**config.mk**
```make
export PLATFORM = sky130hd
export DESIGN_NAME = kmp_substring_matcher
export DESIGN_NICKNAME = d
export VERILOG_FILES = /design/src/design/kmp_pkg.sv /design/src/design/kmp_substring_matcher.sv /design/src/design/kmp_controller.sv /design/src/design/kmp_datapath.sv
export SDC_FILE = /design/constraint.sdc
export NUM_CORES = 1
export LEC_CHECK = 0
export BUFFER_PORTS_ARGS = -buffer_cell sky130_fd_sc_hd__buf_2
export CORE_ASPECT_RATIO = 0.9
export CORE_UTILIZATION = 42
export DETAILED_ROUTE_END_ITERATION = 16
export GPL_TIMING_DRIVEN = 0
export SLEW_MARGIN = 20
export SYNTH_ARGS = -nofsm -noshare
export SYNTH_HDL_FRONTEND = slang
export SYNTH_SLANG_ARGS = --single-unit
```
**constraint.sdc**
```tcl
create_clock -name clock -period 4.6 [get_ports clock]
set_input_delay 0.46 -clock clock [delete_from_list [all_inputs] [get_ports clock]]
set_output_delay 0.46 -clock clock [all_outputs]
set_load 0.005 [all_outputs]
```
**src/design/kmp_pkg.sv**
```systemverilog
// shared types for the kmp substring matcher
package kmp_pkg;

   typedef struct packed {
      logic       action;
      logic [7:0] symbol;
      logic       final_byte;
   } req_payload_type;

   typedef struct packed {
      logic found;
      logic pattern_overflow;
   } rsp_payload_type;

   // action codes
   localparam logic ACTION_PATTERN = 1'b0;
   localparam logic ACTION_TEXT    = 1'b1;

   typedef enum logic [1:0] {
      ST_IDLE,
      ST_STEP,
      ST_OUT
   } state_type;

   // controller to datapath
   typedef struct packed {
      logic accept;
      logic walk;
      logic finish;
      logic emit;
   } ctrl_cmd_type;

   // datapath to controller
   typedef struct packed {
      logic need_walk;
      logic emit_now;
      logic walk_more;
      logic last_text;
      logic slot_free;
   } dp_status_type;

endpackage

```
**src/design/kmp_substring_matcher.sv**
```systemverilog
// top level of the streaming kmp substring matcher
//
// Streaming substring matcher. Pattern bytes (action 0) are stored one per
// transaction and the failure table entry for each is built as it arrives;
// text bytes (action 1) are matched with failure-link fallback, and the text
// byte marked final_byte returns one result transaction with found and
// pattern_overflow. A pattern byte arriving after a finished pattern starts a
// new pattern and clears scan progress; bytes past MAX_PATTERN are dropped
// and flagged. Timing: the block works on one byte at a time. Each byte
// is accepted in the idle state; a text byte or non-first pattern byte
// then tries positions of the fallback chain in the step state, one link
// per cycle, since the failure table has one read port. The first pattern
// byte, a dropped byte, or a text byte after a hit or with an empty
// pattern skips the step state. A final text byte then loads the result
// register, waiting while the previous result is still unread. Amortized
// over a text the fallback count stays below one per byte. No clearing
// pass after reset: the stores are only read below the loaded length.
module kmp_substring_matcher #(
   parameter int MAX_PATTERN = 64
) (
   input  logic                     clock,
   input  logic                     reset,
   // input transactions
   input  logic                     req_valid,
   output logic                     req_ready,
   input  kmp_pkg::req_payload_type req_payload,
   // result transactions
   output logic                     rsp_valid,
   input  logic                     rsp_ready,
   output kmp_pkg::rsp_payload_type rsp_payload
);

   // command and status between the sequencer and the datapath
   kmp_pkg::ctrl_cmd_type  cmd;
   kmp_pkg::dp_status_type status;

   // sequencer: accept, fallback walk, result hand-off
   kmp_controller u_controller (
      .clock     (clock),
      .reset     (reset),
      .req_valid (req_valid),
      .req_ready (req_ready),
      .status    (status),
      .cmd       (cmd)
   );

   // stores, match state and the output register
   kmp_datapath #(
      .MAX_PATTERN (MAX_PATTERN)
   ) u_datapath (
      .clock       (clock),
      .reset       (reset),
      .req_payload (req_payload),
      .cmd         (cmd),
      .status      (status),
      .rsp_valid   (rsp_valid),
      .rsp_ready   (rsp_ready),
      .rsp_payload (rsp_payload)
   );

endmodule

```
**src/design/kmp_controller.sv**
```systemverilog
// sequencing state machine for the kmp substring matcher
module kmp_controller (
   input  logic                   clock,
   input  logic                   reset,
   input  logic                   req_valid,
   output logic                   req_ready,
   input  kmp_pkg::dp_status_type status,
   output kmp_pkg::ctrl_cmd_type  cmd
);

   kmp_pkg::state_type state_ff, state_in;

   always_ff @(posedge clock) begin
      if (reset) begin
         state_ff <= kmp_pkg::ST_IDLE;
      end else begin
         state_ff <= state_in;
      end
   end

   // next state
   always_comb begin
      state_in = state_ff;
      case (state_ff)
         kmp_pkg::ST_IDLE: begin
            if (req_valid) begin
               if (status.need_walk) begin
                  state_in = kmp_pkg::ST_STEP;
               end else if (status.emit_now) begin
                  state_in = kmp_pkg::ST_OUT;
               end
            end
         end
         kmp_pkg::ST_STEP: begin
            if (!status.walk_more) begin
               state_in = status.last_text ? kmp_pkg::ST_OUT : kmp_pkg::ST_IDLE;
            end
         end
         kmp_pkg::ST_OUT: begin
            if (status.slot_free) begin
               state_in = kmp_pkg::ST_IDLE;
            end
         end
         default: begin
            state_in = kmp_pkg::ST_IDLE;
         end
      endcase
   end

   // outputs
   always_comb begin
      cmd       = '0;
      req_ready = 1'b0;
      case (state_ff)
         kmp_pkg::ST_IDLE: begin
            req_ready  = 1'b1;
            cmd.accept = req_valid;
         end
         kmp_pkg::ST_STEP: begin
            cmd.walk   = status.walk_more;
            cmd.finish = !status.walk_more;
         end
         kmp_pkg::ST_OUT: begin
            cmd.emit = status.slot_free;
         end
         default: begin
            cmd = '0;
         end
      endcase
   end

endmodule

```
**src/design/kmp_datapath.sv**
```systemverilog
// pattern store, failure table, match state and result register
module kmp_datapath #(
   parameter int MAX_PATTERN = 64
) (
   input  logic                     clock,
   input  logic                     reset,
   input  kmp_pkg::req_payload_type req_payload,
   input  kmp_pkg::ctrl_cmd_type    cmd,
   output kmp_pkg::dp_status_type   status,
   output logic                     rsp_valid,
   input  logic                     rsp_ready,
   output kmp_pkg::rsp_payload_type rsp_payload
);

   localparam int IW = (MAX_PATTERN > 1) ? $clog2(MAX_PATTERN) : 1;
   localparam int LW = $clog2(MAX_PATTERN + 1);
   localparam logic [LW-1:0] MAX_LEN = LW'(MAX_PATTERN);

   // memories
   logic [7:0]    pattern_store_ff [MAX_PATTERN];
   logic [IW-1:0] failure_table_ff [MAX_PATTERN];
   logic [7:0]    store_rdata_ff;
   logic [IW-1:0] fail_rdata_ff;

   // control state
   logic [LW-1:0] length_ff, length_in;
   logic [IW-1:0] prefix_ff, prefix_in;
   logic [IW-1:0] match_ff, match_in;
   logic          found_ff, found_in;
   logic          done_ff, done_in;
   logic          overflow_ff, overflow_in;
   logic          rsp_valid_ff, rsp_valid_in;

   // item registers
   logic [IW-1:0]            k_ff, k_in;
   logic [7:0]               sym_ff, sym_in;
   logic                     action_ff, action_in;
   logic                     last_ff, last_in;
   kmp_pkg::rsp_payload_type rsp_ff, rsp_in;

   logic [LW-1:0] eff_len;
   logic          wr_en;
   logic [IW-1:0] wr_addr;
   logic [IW-1:0] fail_wdata;
   logic [IW-1:0] rd_addr;
   logic          k_lt_len;
   logic          sym_eq;
   logic [LW-1:0] k_fin;
   logic          is_pattern;

   assign is_pattern = (req_payload.action == kmp_pkg::ACTION_PATTERN);
   assign eff_len    = done_ff ? '0 : length_ff;
   assign wr_en      = cmd.accept && is_pattern && (eff_len != MAX_LEN);
   assign wr_addr    = eff_len[IW-1:0];
   assign fail_wdata = (eff_len == '0) ? '0 : prefix_ff;
   assign rd_addr    = cmd.walk ? fail_rdata_ff : (is_pattern ? prefix_ff : match_ff);

   assign k_lt_len = ({{(LW-IW){1'b0}}, k_ff} < length_ff);
   assign sym_eq   = (store_rdata_ff == sym_ff);
   assign k_fin    = {{(LW-IW){1'b0}}, k_ff} + LW'(k_lt_len && sym_eq);

   always_comb begin
      status.need_walk = is_pattern ? ((eff_len != '0) && (eff_len != MAX_LEN))
                                    : (!found_ff && (length_ff != '0));
      status.emit_now  = !is_pattern && req_payload.final_byte && !status.need_walk;
      status.walk_more = (k_ff != '0) && k_lt_len && !sym_eq;
      status.last_text = (action_ff == kmp_pkg::ACTION_TEXT) && last_ff;
      status.slot_free = !rsp_valid_ff || rsp_ready;
   end

   always_ff @(posedge clock) begin
      if (wr_en) begin
         pattern_store_ff[wr_addr] <= req_payload.symbol;
         failure_table_ff[wr_addr] <= fail_wdata;
      end
      store_rdata_ff <= pattern_store_ff[rd_addr];
      fail_rdata_ff  <= failure_table_ff[rd_addr];
   end

   always_comb begin
      length_in    = length_ff;
      prefix_in    = prefix_ff;
      match_in     = match_ff;
      found_in     = found_ff;
      done_in      = done_ff;
      overflow_in  = overflow_ff;
      rsp_valid_in = rsp_valid_ff && !rsp_ready;
      k_in         = k_ff;
      sym_in       = sym_ff;
      action_in    = action_ff;
      last_in      = last_ff;
      rsp_in       = rsp_ff;

      if (cmd.accept) begin
         sym_in    = req_payload.symbol;
         action_in = req_payload.action;
         last_in   = req_payload.final_byte;
         if (is_pattern) begin
            // a byte after a finished pattern starts a new one
            if (done_ff) begin
               length_in   = '0;
               prefix_in   = '0;
               overflow_in = 1'b0;
               match_in    = '0;
               found_in    = 1'b0;
               done_in     = 1'b0;
            end
            if (eff_len == MAX_LEN) begin
               overflow_in = 1'b1;
               done_in     = req_payload.final_byte;
            end else if (eff_len == '0) begin
               length_in = LW'(1);
               prefix_in = '0;
               done_in   = req_payload.final_byte;
            end else begin
               k_in = prefix_ff;
            end
         end else begin
            if (!found_ff) begin
               if (length_ff == '0) begin
                  found_in = 1'b1;
               end else begin
                  k_in = match_ff;
               end
            end
         end
      end

      if (cmd.walk) begin
         k_in = fail_rdata_ff;
      end

      if (cmd.finish) begin
         if (action_ff == kmp_pkg::ACTION_PATTERN) begin
            prefix_in = k_fin[IW-1:0];
            length_in = length_ff + LW'(1);
            done_in   = last_ff;
         end else if (k_fin >= length_ff) begin
            found_in = 1'b1;
            match_in = '0;
         end else begin
            match_in = k_fin[IW-1:0];
         end
      end

      if (cmd.emit) begin
         rsp_valid_in            = 1'b1;
         rsp_in.found            = found_ff;
         rsp_in.pattern_overflow = overflow_ff;
         match_in                = '0;
         found_in                = 1'b0;
      end
   end

   always_ff @(posedge clock) begin
      if (reset) begin
         length_ff    <= '0;
         prefix_ff    <= '0;
         match_ff     <= '0;
         found_ff     <= 1'b0;
         done_ff      <= 1'b1;
         overflow_ff  <= 1'b0;
         rsp_valid_ff <= 1'b0;
      end else begin
         length_ff    <= length_in;
         prefix_ff    <= prefix_in;
         match_ff     <= match_in;
         found_ff     <= found_in;
         done_ff      <= done_in;
         overflow_ff  <= overflow_in;
         rsp_valid_ff <= rsp_valid_in;
      end
   end

   always_ff @(posedge clock) begin
      k_ff      <= k_in;
      sym_ff    <= sym_in;
      action_ff <= action_in;
      last_ff   <= last_in;
      rsp_ff    <= rsp_in;
   end

   assign rsp_valid   = rsp_valid_ff;
   assign rsp_payload = rsp_ff;

   // match progress stays inside the stored pattern
   a_match_in_range: assert property (@(posedge clock) disable iff (reset)
      ({{(LW-IW){1'b0}}, match_ff} < length_ff) || (match_ff == '0))
      else $error("match position beyond pattern length");

   // border is always a proper prefix
   a_prefix_in_range: assert property (@(posedge clock) disable iff (reset)
      ({{(LW-IW){1'b0}}, prefix_ff} < length_ff) || (prefix_ff == '0))
      else $error("prefix border beyond pattern length");

   a_length_cap: assert property (@(posedge clock) disable iff (reset)
      length_ff <= MAX_LEN)
      else $error("pattern length above capacity");

   // a failure link is followed only from a nonzero position
   a_walk_nonzero: assert property (@(posedge clock) disable iff (reset)
      cmd.walk |-> (k_ff != '0))
      else $error("failure link followed from position zero");

   // a result is never loaded over one still waiting
   a_emit_slot: assert property (@(posedge clock) disable iff (reset)
      cmd.emit |-> (!rsp_valid_ff || rsp_ready))
      else $error("result overwritten before it was taken");

endmodule

```
# Yosys cells after proc, flatten, opt, wreduce, memory -nomap -nowiden
# Memories as Yosys holds them, arrays and structs flattened. A register that Yosys moved wholly into a read port is not among the register bits.
# Index checks and enable logic that the tools add are counted.
[op_classes]
n_eq_ne = 13
n_shift = 0
mul = 0
bitwise_logic = 1
div = 0
n_reduce_logical = 30
muxes = 61
add_sub_neg = 2
magnitude_cmp = 2
[ops]
columns = ["op", "count"]
rows = [
  ["$mux 6", 23],
  ["$mux 7", 7],
  ["$mux 1", 23],
  ["$logic_not 7->1", 2],
  ["$mux 2", 7],
  ["$reduce_bool 7->1", 2],
  ["$ne 3x2->1 const B", 4],
  ["$logic_and 1x1->1", 11],
  ["$eq 8x8->1", 1],
  ["$add 6x1->7", 1],
  ["$add 7x1->7 const B", 1],
  ["$eq 7x7->1 const B", 1],
  ["$ge 7x7->1", 1],
  ["$lt 6x7->1", 1],
  ["$ne 7x7->1 const B", 1],
  ["$logic_not 1->1", 6],
  ["$pmux 2 s3", 1],
  ["$reduce_bool 6->1", 1],
  ["$reduce_and 5->1", 1],
  ["$ne 2x2->1 const B", 2],
  ["$reduce_and 4->1", 1],
  ["$reduce_bool 2->1", 2],
  ["$ne 3x3->1 const B", 1],
  ["$reduce_and 3->1", 1],
  ["other kinds (7)", 7],
]
[totals]
inputBits = 14
mem_bits_rw = 896
latchBits = 0
rom_bits = 0
memories = 2
wordCells = 125
ff_bits = 43
[mem_list]
columns = ["memory", "words", "word_bits", "rd", "rd_ports_with_merged_regs", "write_ports", "line", "rtl"]
rows = [
  ["u_datapath.pattern_store_ff", 64, 8, 1, 1, 1, "kmp_datapath.sv:20", "logic [7:0] pattern_store_ff [MAX_PATTERN];"],
  ["u_datapath.failure_table_ff", 64, 6, 1, 1, 1, "kmp_datapath.sv:21", "logic [IW-1:0] failure_table_ff [MAX_PATTERN];"],
]

# Depth between registers and ports, before layout
[depth]
word_depth = 10
ltp_mapped = 21
ltp_nobuf = 18

# Hierarchy
# A second synthesis with hierarchy kept.
[hier_totals]
hier_cells = 2551
area_unflattened_um2 = 38273.0
[by_module_without_submodules]
columns = ["module", "area_per_inst_um2", "cells_each", "n_inst"]
rows = [
  ["kmp_datapath", 38157.8, 2537, 1],
  ["kmp_controller", 115.1, 14, 1],
]

# Least setup slack after synthesis
# No wires, ideal clock.
[synth_path]
kind = "reg2reg"
start = "register u_datapath.length_ff[4]"
end = "register u_datapath.match_ff[0]"
path_slack_ns = 0.846
path_stages_with_launch = 20
arrival_time_ns = 3.681
path_buffers = 3
setup_time_ns = 0.073
synth_period_minus_slack_ns = 3.754
required_ns = 4.527
cell_sequence = "dfxtp_1 clkbuf_1 inv_1 ha_1 and4_1 a21o_1 buf_4 buf_4 nor2_1 ha_1 ha_1 ha_1 a21o_1 a21o_1 a21o_1 a21o_1 a21o_1 a21oi_1 o21ai_0 a21oi_1"
[synth_via]
elab_chain_cells = 7
word_cells_on_any_way = 11
[synth_rtl]
columns = ["item", "line", "rtl"]
rows = [
  ["start: declaration", "kmp_datapath.sv:26", "logic [LW-1:0] length_ff, length_in;"],
  ["start signal: assignment", "kmp_datapath.sv:165", "length_ff <= length_in;"],
  ["$lt 6x7->1", "kmp_datapath.sv:58", "assign k_lt_len = ({{(LW-IW){1'b0}}, k_ff} < length_ff);"],
  ["$logic_and 1x1->1", "kmp_datapath.sv:60", "assign k_fin = {{(LW-IW){1'b0}}, k_ff} + LW'(k_lt_len && sym_eq);"],
  ["$add 6x1->7", "kmp_datapath.sv:60", ""],
  ["$ge 7x7->1", "kmp_datapath.sv:138", "end else if (k_fin >= length_ff) begin"],
  ["$mux 6", "kmp_datapath.sv:138", ""],
  ["$mux 6", "kmp_datapath.sv:134", "if (action_ff == kmp_pkg::ACTION_PATTERN) begin"],
  ["$mux 6 (*)", "kmp_datapath.sv:133", "if (cmd.finish) begin"],
  ["end signal: assignment", "kmp_datapath.sv:167", "match_ff <= match_in;"],
  ["end: declaration", "kmp_datapath.sv:28", "logic [IW-1:0] match_ff, match_in;"],
]
# Every way passes the cells marked *; elsewhere a longest branch is shown, timed or not.
# A chain may end at the register's enable or synchronous reset.

# Worst setup path in the final report
[layout_path]
start = "register u_datapath.length_ff[2]"
end = "register u_datapath.store_rdata_ff[3] (read register of u_datapath.pattern_store_ff)"
[layout_via]
elab_chain_cells = 5
[layout_rtl]
columns = ["item", "line", "rtl"]
rows = [
  ["$lt 6x7->1", "kmp_datapath.sv:58", ""],
  ["$logic_and 1x1->1 (2 in a row)", "kmp_datapath.sv:66", "status.walk_more = (k_ff != '0) && k_lt_len && !sym_eq;"],
  ["$mux 2", "kmp_controller.sv:54", "case (state_ff)"],
  ["$mux 6", "kmp_datapath.sv:56", "assign rd_addr = cmd.walk ? fail_rdata_ff : (is_pattern ? prefix_ff : match_ff);"],
  ["end: declaration", "kmp_datapath.sv:22", "logic [7:0] store_rdata_ff;"],
]
# No other way between the ends.

==> impl_results.md <==
* Main flop type after synthesis: edfxtp_1
* Met3 usage at 5.25%
* Mapped cell area at 38300 sq um
* Synthesized flop and latch total at 953
* Total routed wirelength at 112 mm
* Mapped Avg Cell Area at 14.7 sq um
* DR pass1 iterations at 6
* CP required at 5.20 ns
* Dpl hpwl at 75.7 mm
* Worst r2r src: u_datapath.length_ff[2]
* HP Start: req_payload[0]
* Post-synth EDFFs at 914
* Fraction of registers with async set/reset at 0%
* Port-buffer cells at 16
* All-Layer GR Usage at 24.1%
* Worst-Margin Slew at 1.29 ns
* Largest net degree at the start of global routing at 66
* Post-synth top area share at 71.7%
* Status: complete, no violations
* CP Launch Type: flop
* Initial core utilization at 42.6%
* P_int at 14.1 mW
* Area growth, synth to finish at 14.0%
* RSZ-0062 raised after global routing: false
* GRT Max-Usage Layer: met2
* TritonCTS Buffers at 97
* Worst Path Max Fanout at 10
* CTS root buf: clkbuf_16
* Pwr Density at 407 nW/um^2
* CTS Buffer Depth at 3
* Cell taking the most area after synthesis: edfxtp_1
* R2r setup slk at 0.1 ns
* Die span in x at 320 microns
* WL/cell at 27.8 microns
* CP endpoint kind: flop
* Data arrival, critical path at 5.10 ns
* Vias in the first global route at 23000
* NetSw at 3.64 mW
* Hold Path Class: input port to flop
* Reg clk slew, reported paths at 0.06 ns
* First-pass GRT wire length at 161 mm
* Worst r2r dst: u_datapath.store_rdata_ff[3]
* Synth top area cells: edfxtp_1 (72%), a211oi_1 (3.1%), nand2_1 (2.7%)
* Logic gate share of total power at 2.4%
* Via count at 24300
* Max Clk Rate at 222 MHz
* Overall power at 17.8 mW
* CTS tree: done
* Final slew viol count at 0
* Routed Antenna Nets at 0
* Total congestion overflow at 0
* H-tree levels at 3
* Max-cap viol count at 0
* Iter 0 DRT Violations at 3347
* Final setup violation count at 0
* Setup slack after layout at 0.0980 ns
* CP startpoint: u_datapath.length_ff[2]
* Register area share after synthesis at 73.7%
* DRC Markers at 0
* Reg power frac at 53.5%
* CTS Sinks at 953
* Reg2reg path depth at 13
* YS warnings at 0
* GRT met1 Usage at 35.2%
* Worst Setup Path Type: flop to flop
* Mapped Nets at 2641
* Mapped Cells at 2611
* Setup crit end: u_datapath.store_rdata_ff[3]
* # nets final at 2774
* Sw Ratio at 20.5%
* Clock share of power at 44.2%
* GP Congestion at 0.925
* Worst-skew pair later-pin latency at 0.67 ns
* Leak Pwr at 14.2 nW
* Die area at 92400 sq um
* Fin. Hold Viols at 0
* Final Hold Slack at 0.0245 ns
* Peak supply drop at 0.255 mV
* Worst Skew at 0.0353 ns
* Row count at 104
* Min Tclk post-route at 4.50 ns
* Crit share post-route at 97.9%
* Initial antenna violation count at 2
* Slew HR at 13.9%
* GR Util met2 at 35.7%
* Netlist cell types at 65
* Fraction of layout cells with a size suffix above 1 at 15.0%
* Pre-CTS setup slack at -0.159 ns
* # fillers at 7647
* Vias per cell at 6.00
* # IOs at 18
* CORE AREA at 89900 sq um
* Die height at 288 microns
## flip-flops by register name (all words and copies together) (netlist names), 2 cells and up
signal                       count
u_datapath.fail_rdata_ff         6
u_datapath.sym_ff                8
u_datapath.pattern_store_ff    512
u_controller.state_ff            2
u_datapath.k_ff                  6
u_datapath.rsp_payload           2
u_datapath.length_ff             7
u_datapath.failure_table_ff    384
u_datapath.match_ff              6
u_datapath.prefix_ff             6
u_datapath.store_rdata_ff        8
## cells by family (layout without fill, tap and decap cells)
kind of cell	count (synthesis)	count (layout)	synth area share (%)
DFF	953	953	73.7
and+or+nand+nor	761	761	9.77
AOI/OAI and AO/OA	568	568	10.5
buffers and inverters	195	409	2.38
muxes	105	105	2.84
adders and majority gates	16	16	0.523
xor gates and xnor gates	13	13	0.297
other	0	1	0
## per-stage QoR
| stage | TNS (ns) | std cells | instance area (sq um) | utilization (%) |
|---|---|---|---|---|
| after floorplan | 0 | 2611 | 38300 | - |
| after global placement | -140.48 | 3846 | 39900 | 44.4 |
| after detailed placement | -4.27 | 3862 | 40400 | 44.9 |
| after CTS | 0 | 4040 | 43500 | 48.4 |
| after global routing | 0 | 4044 | 43700 | 48.6 |
| final | 0 | 4045 | 43700 | 48.6 |
## power by group through the flow
stage / Sequential (mW) / Clock (mW) / Combinational (mW)
2_1_floorplan: 9.67 / 0 / 0.175
4_1_cts: 9.49 / 7.91 / 0.410
3_3_place_gp: 9.68 / 0 / 0.381
3_5_place_dp: 9.68 / 0 / 0.408
6_report: 9.49 / 7.85 / 0.418
5_1_grt: 9.49 / 8.23 / 0.440
## synthesized netlist by cell type, drive strengths merged (30+ instances only)
cell	instances
clkbuf	91
and3	157
dfxtp	39
a21oi	89
o21ai	84
buf	89
nand2	280
nor2	92
edfxtp	914
a211oi	160
a31oi	72
a31o	43
nand3	103
mux2i	76
nor4	47
a221oi	30
## per-layer routing
metal,up-vias,routed length (microns)
li1,10600,-
met5,-,13
met4,2,3730
met3,165,10700
met1,12300,48600
met2,1187,49400
## how the worst min path moves through the flow
stage | slack [ns] | to | cells after the start
global placement | 0.45 | u_datapath.rsp_payload[0] | 0
CTS | 0.001 | u_datapath.last_ff | 1
detailed placement | 0.45 | u_datapath.rsp_payload[0] | 0
finish | 0.02 | u_datapath.last_ff | 1
floorplan | 0.41 | u_datapath.rsp_payload[0] | 0
global route | 0.02 | u_datapath.last_ff | 1
## cell usage in the layout (no fill, tap or decap), types with 19 or more instances in the layout
| cell | n |
|---|---|
| nor4_1 | 40 |
| nor2_2 | 64 |
| edfxtp_1 | 914 |
| a32oi_1 | 28 |
| a221oi_1 | 30 |
| mux2i_1 | 76 |
| dfxtp_1 | 36 |
| a221o_1 | 26 |
| and2_1 | 19 |
| clkbuf_1 | 108 |
| buf_4 | 34 |
| nand3_1 | 103 |
| a31oi_1 | 70 |
| clkinv_2 | 19 |
| a31o_2 | 35 |
| a21oi_1 | 82 |
| nand2_1 | 278 |
| and3_1 | 157 |
| o21ai_0 | 74 |
| buf_2 | 73 |
| clkbuf_16 | 98 |
| a211oi_1 | 159 |
| nor2_1 | 28 |
| clkinv_1 | 22 |
## critical path, stage by stage, from the launching register on
cell and delay, ns:
dfxtp_1 0.49, clkinv_2 0.23, ha_1 0.35, nand2_1 0.05
o21ai_1 0.17, a21oi_1 0.17, clkbuf_1 0.26, a21oi_2 0.74
clkbuf_1 0.38, o21ai_0 0.18, a31o_2 0.28, nor4_1 0.59
a31oi_1 0.33, nand4_1 0.20
## final cells by class
type	instances	area (sq um)	area share, %
Multi-Input combinational cell	1463	9400	21.5
Sequential cell	953	28200	64.7
Timing Repair Buffer	37	453	1.04
Clock inverter	59	608	1.39
Antenna cell	1	2.50	0.00573
Inverter	15	60.1	0.138
Buffer	177	843	1.93
Tap cell	1219	1530	3.49
Clock buffer	121	2540	5.81
## what timing repair did
| item | 4_1_cts | 5_1_grt |
|---|---|---|
| resized for setup | 3 | 18 |
| pin swaps | 0 | 2 |
| endpoints found under the setup margin | 10 | 19 |
| endpoints found under the hold margin | 1 | 0 |
| buffers inserted | 0 | 4 |
| gates cloned | 0 | 0 |
| hold buffers | 1 | 0 |
Note: power is estimated with default switching activity, not from simulation.
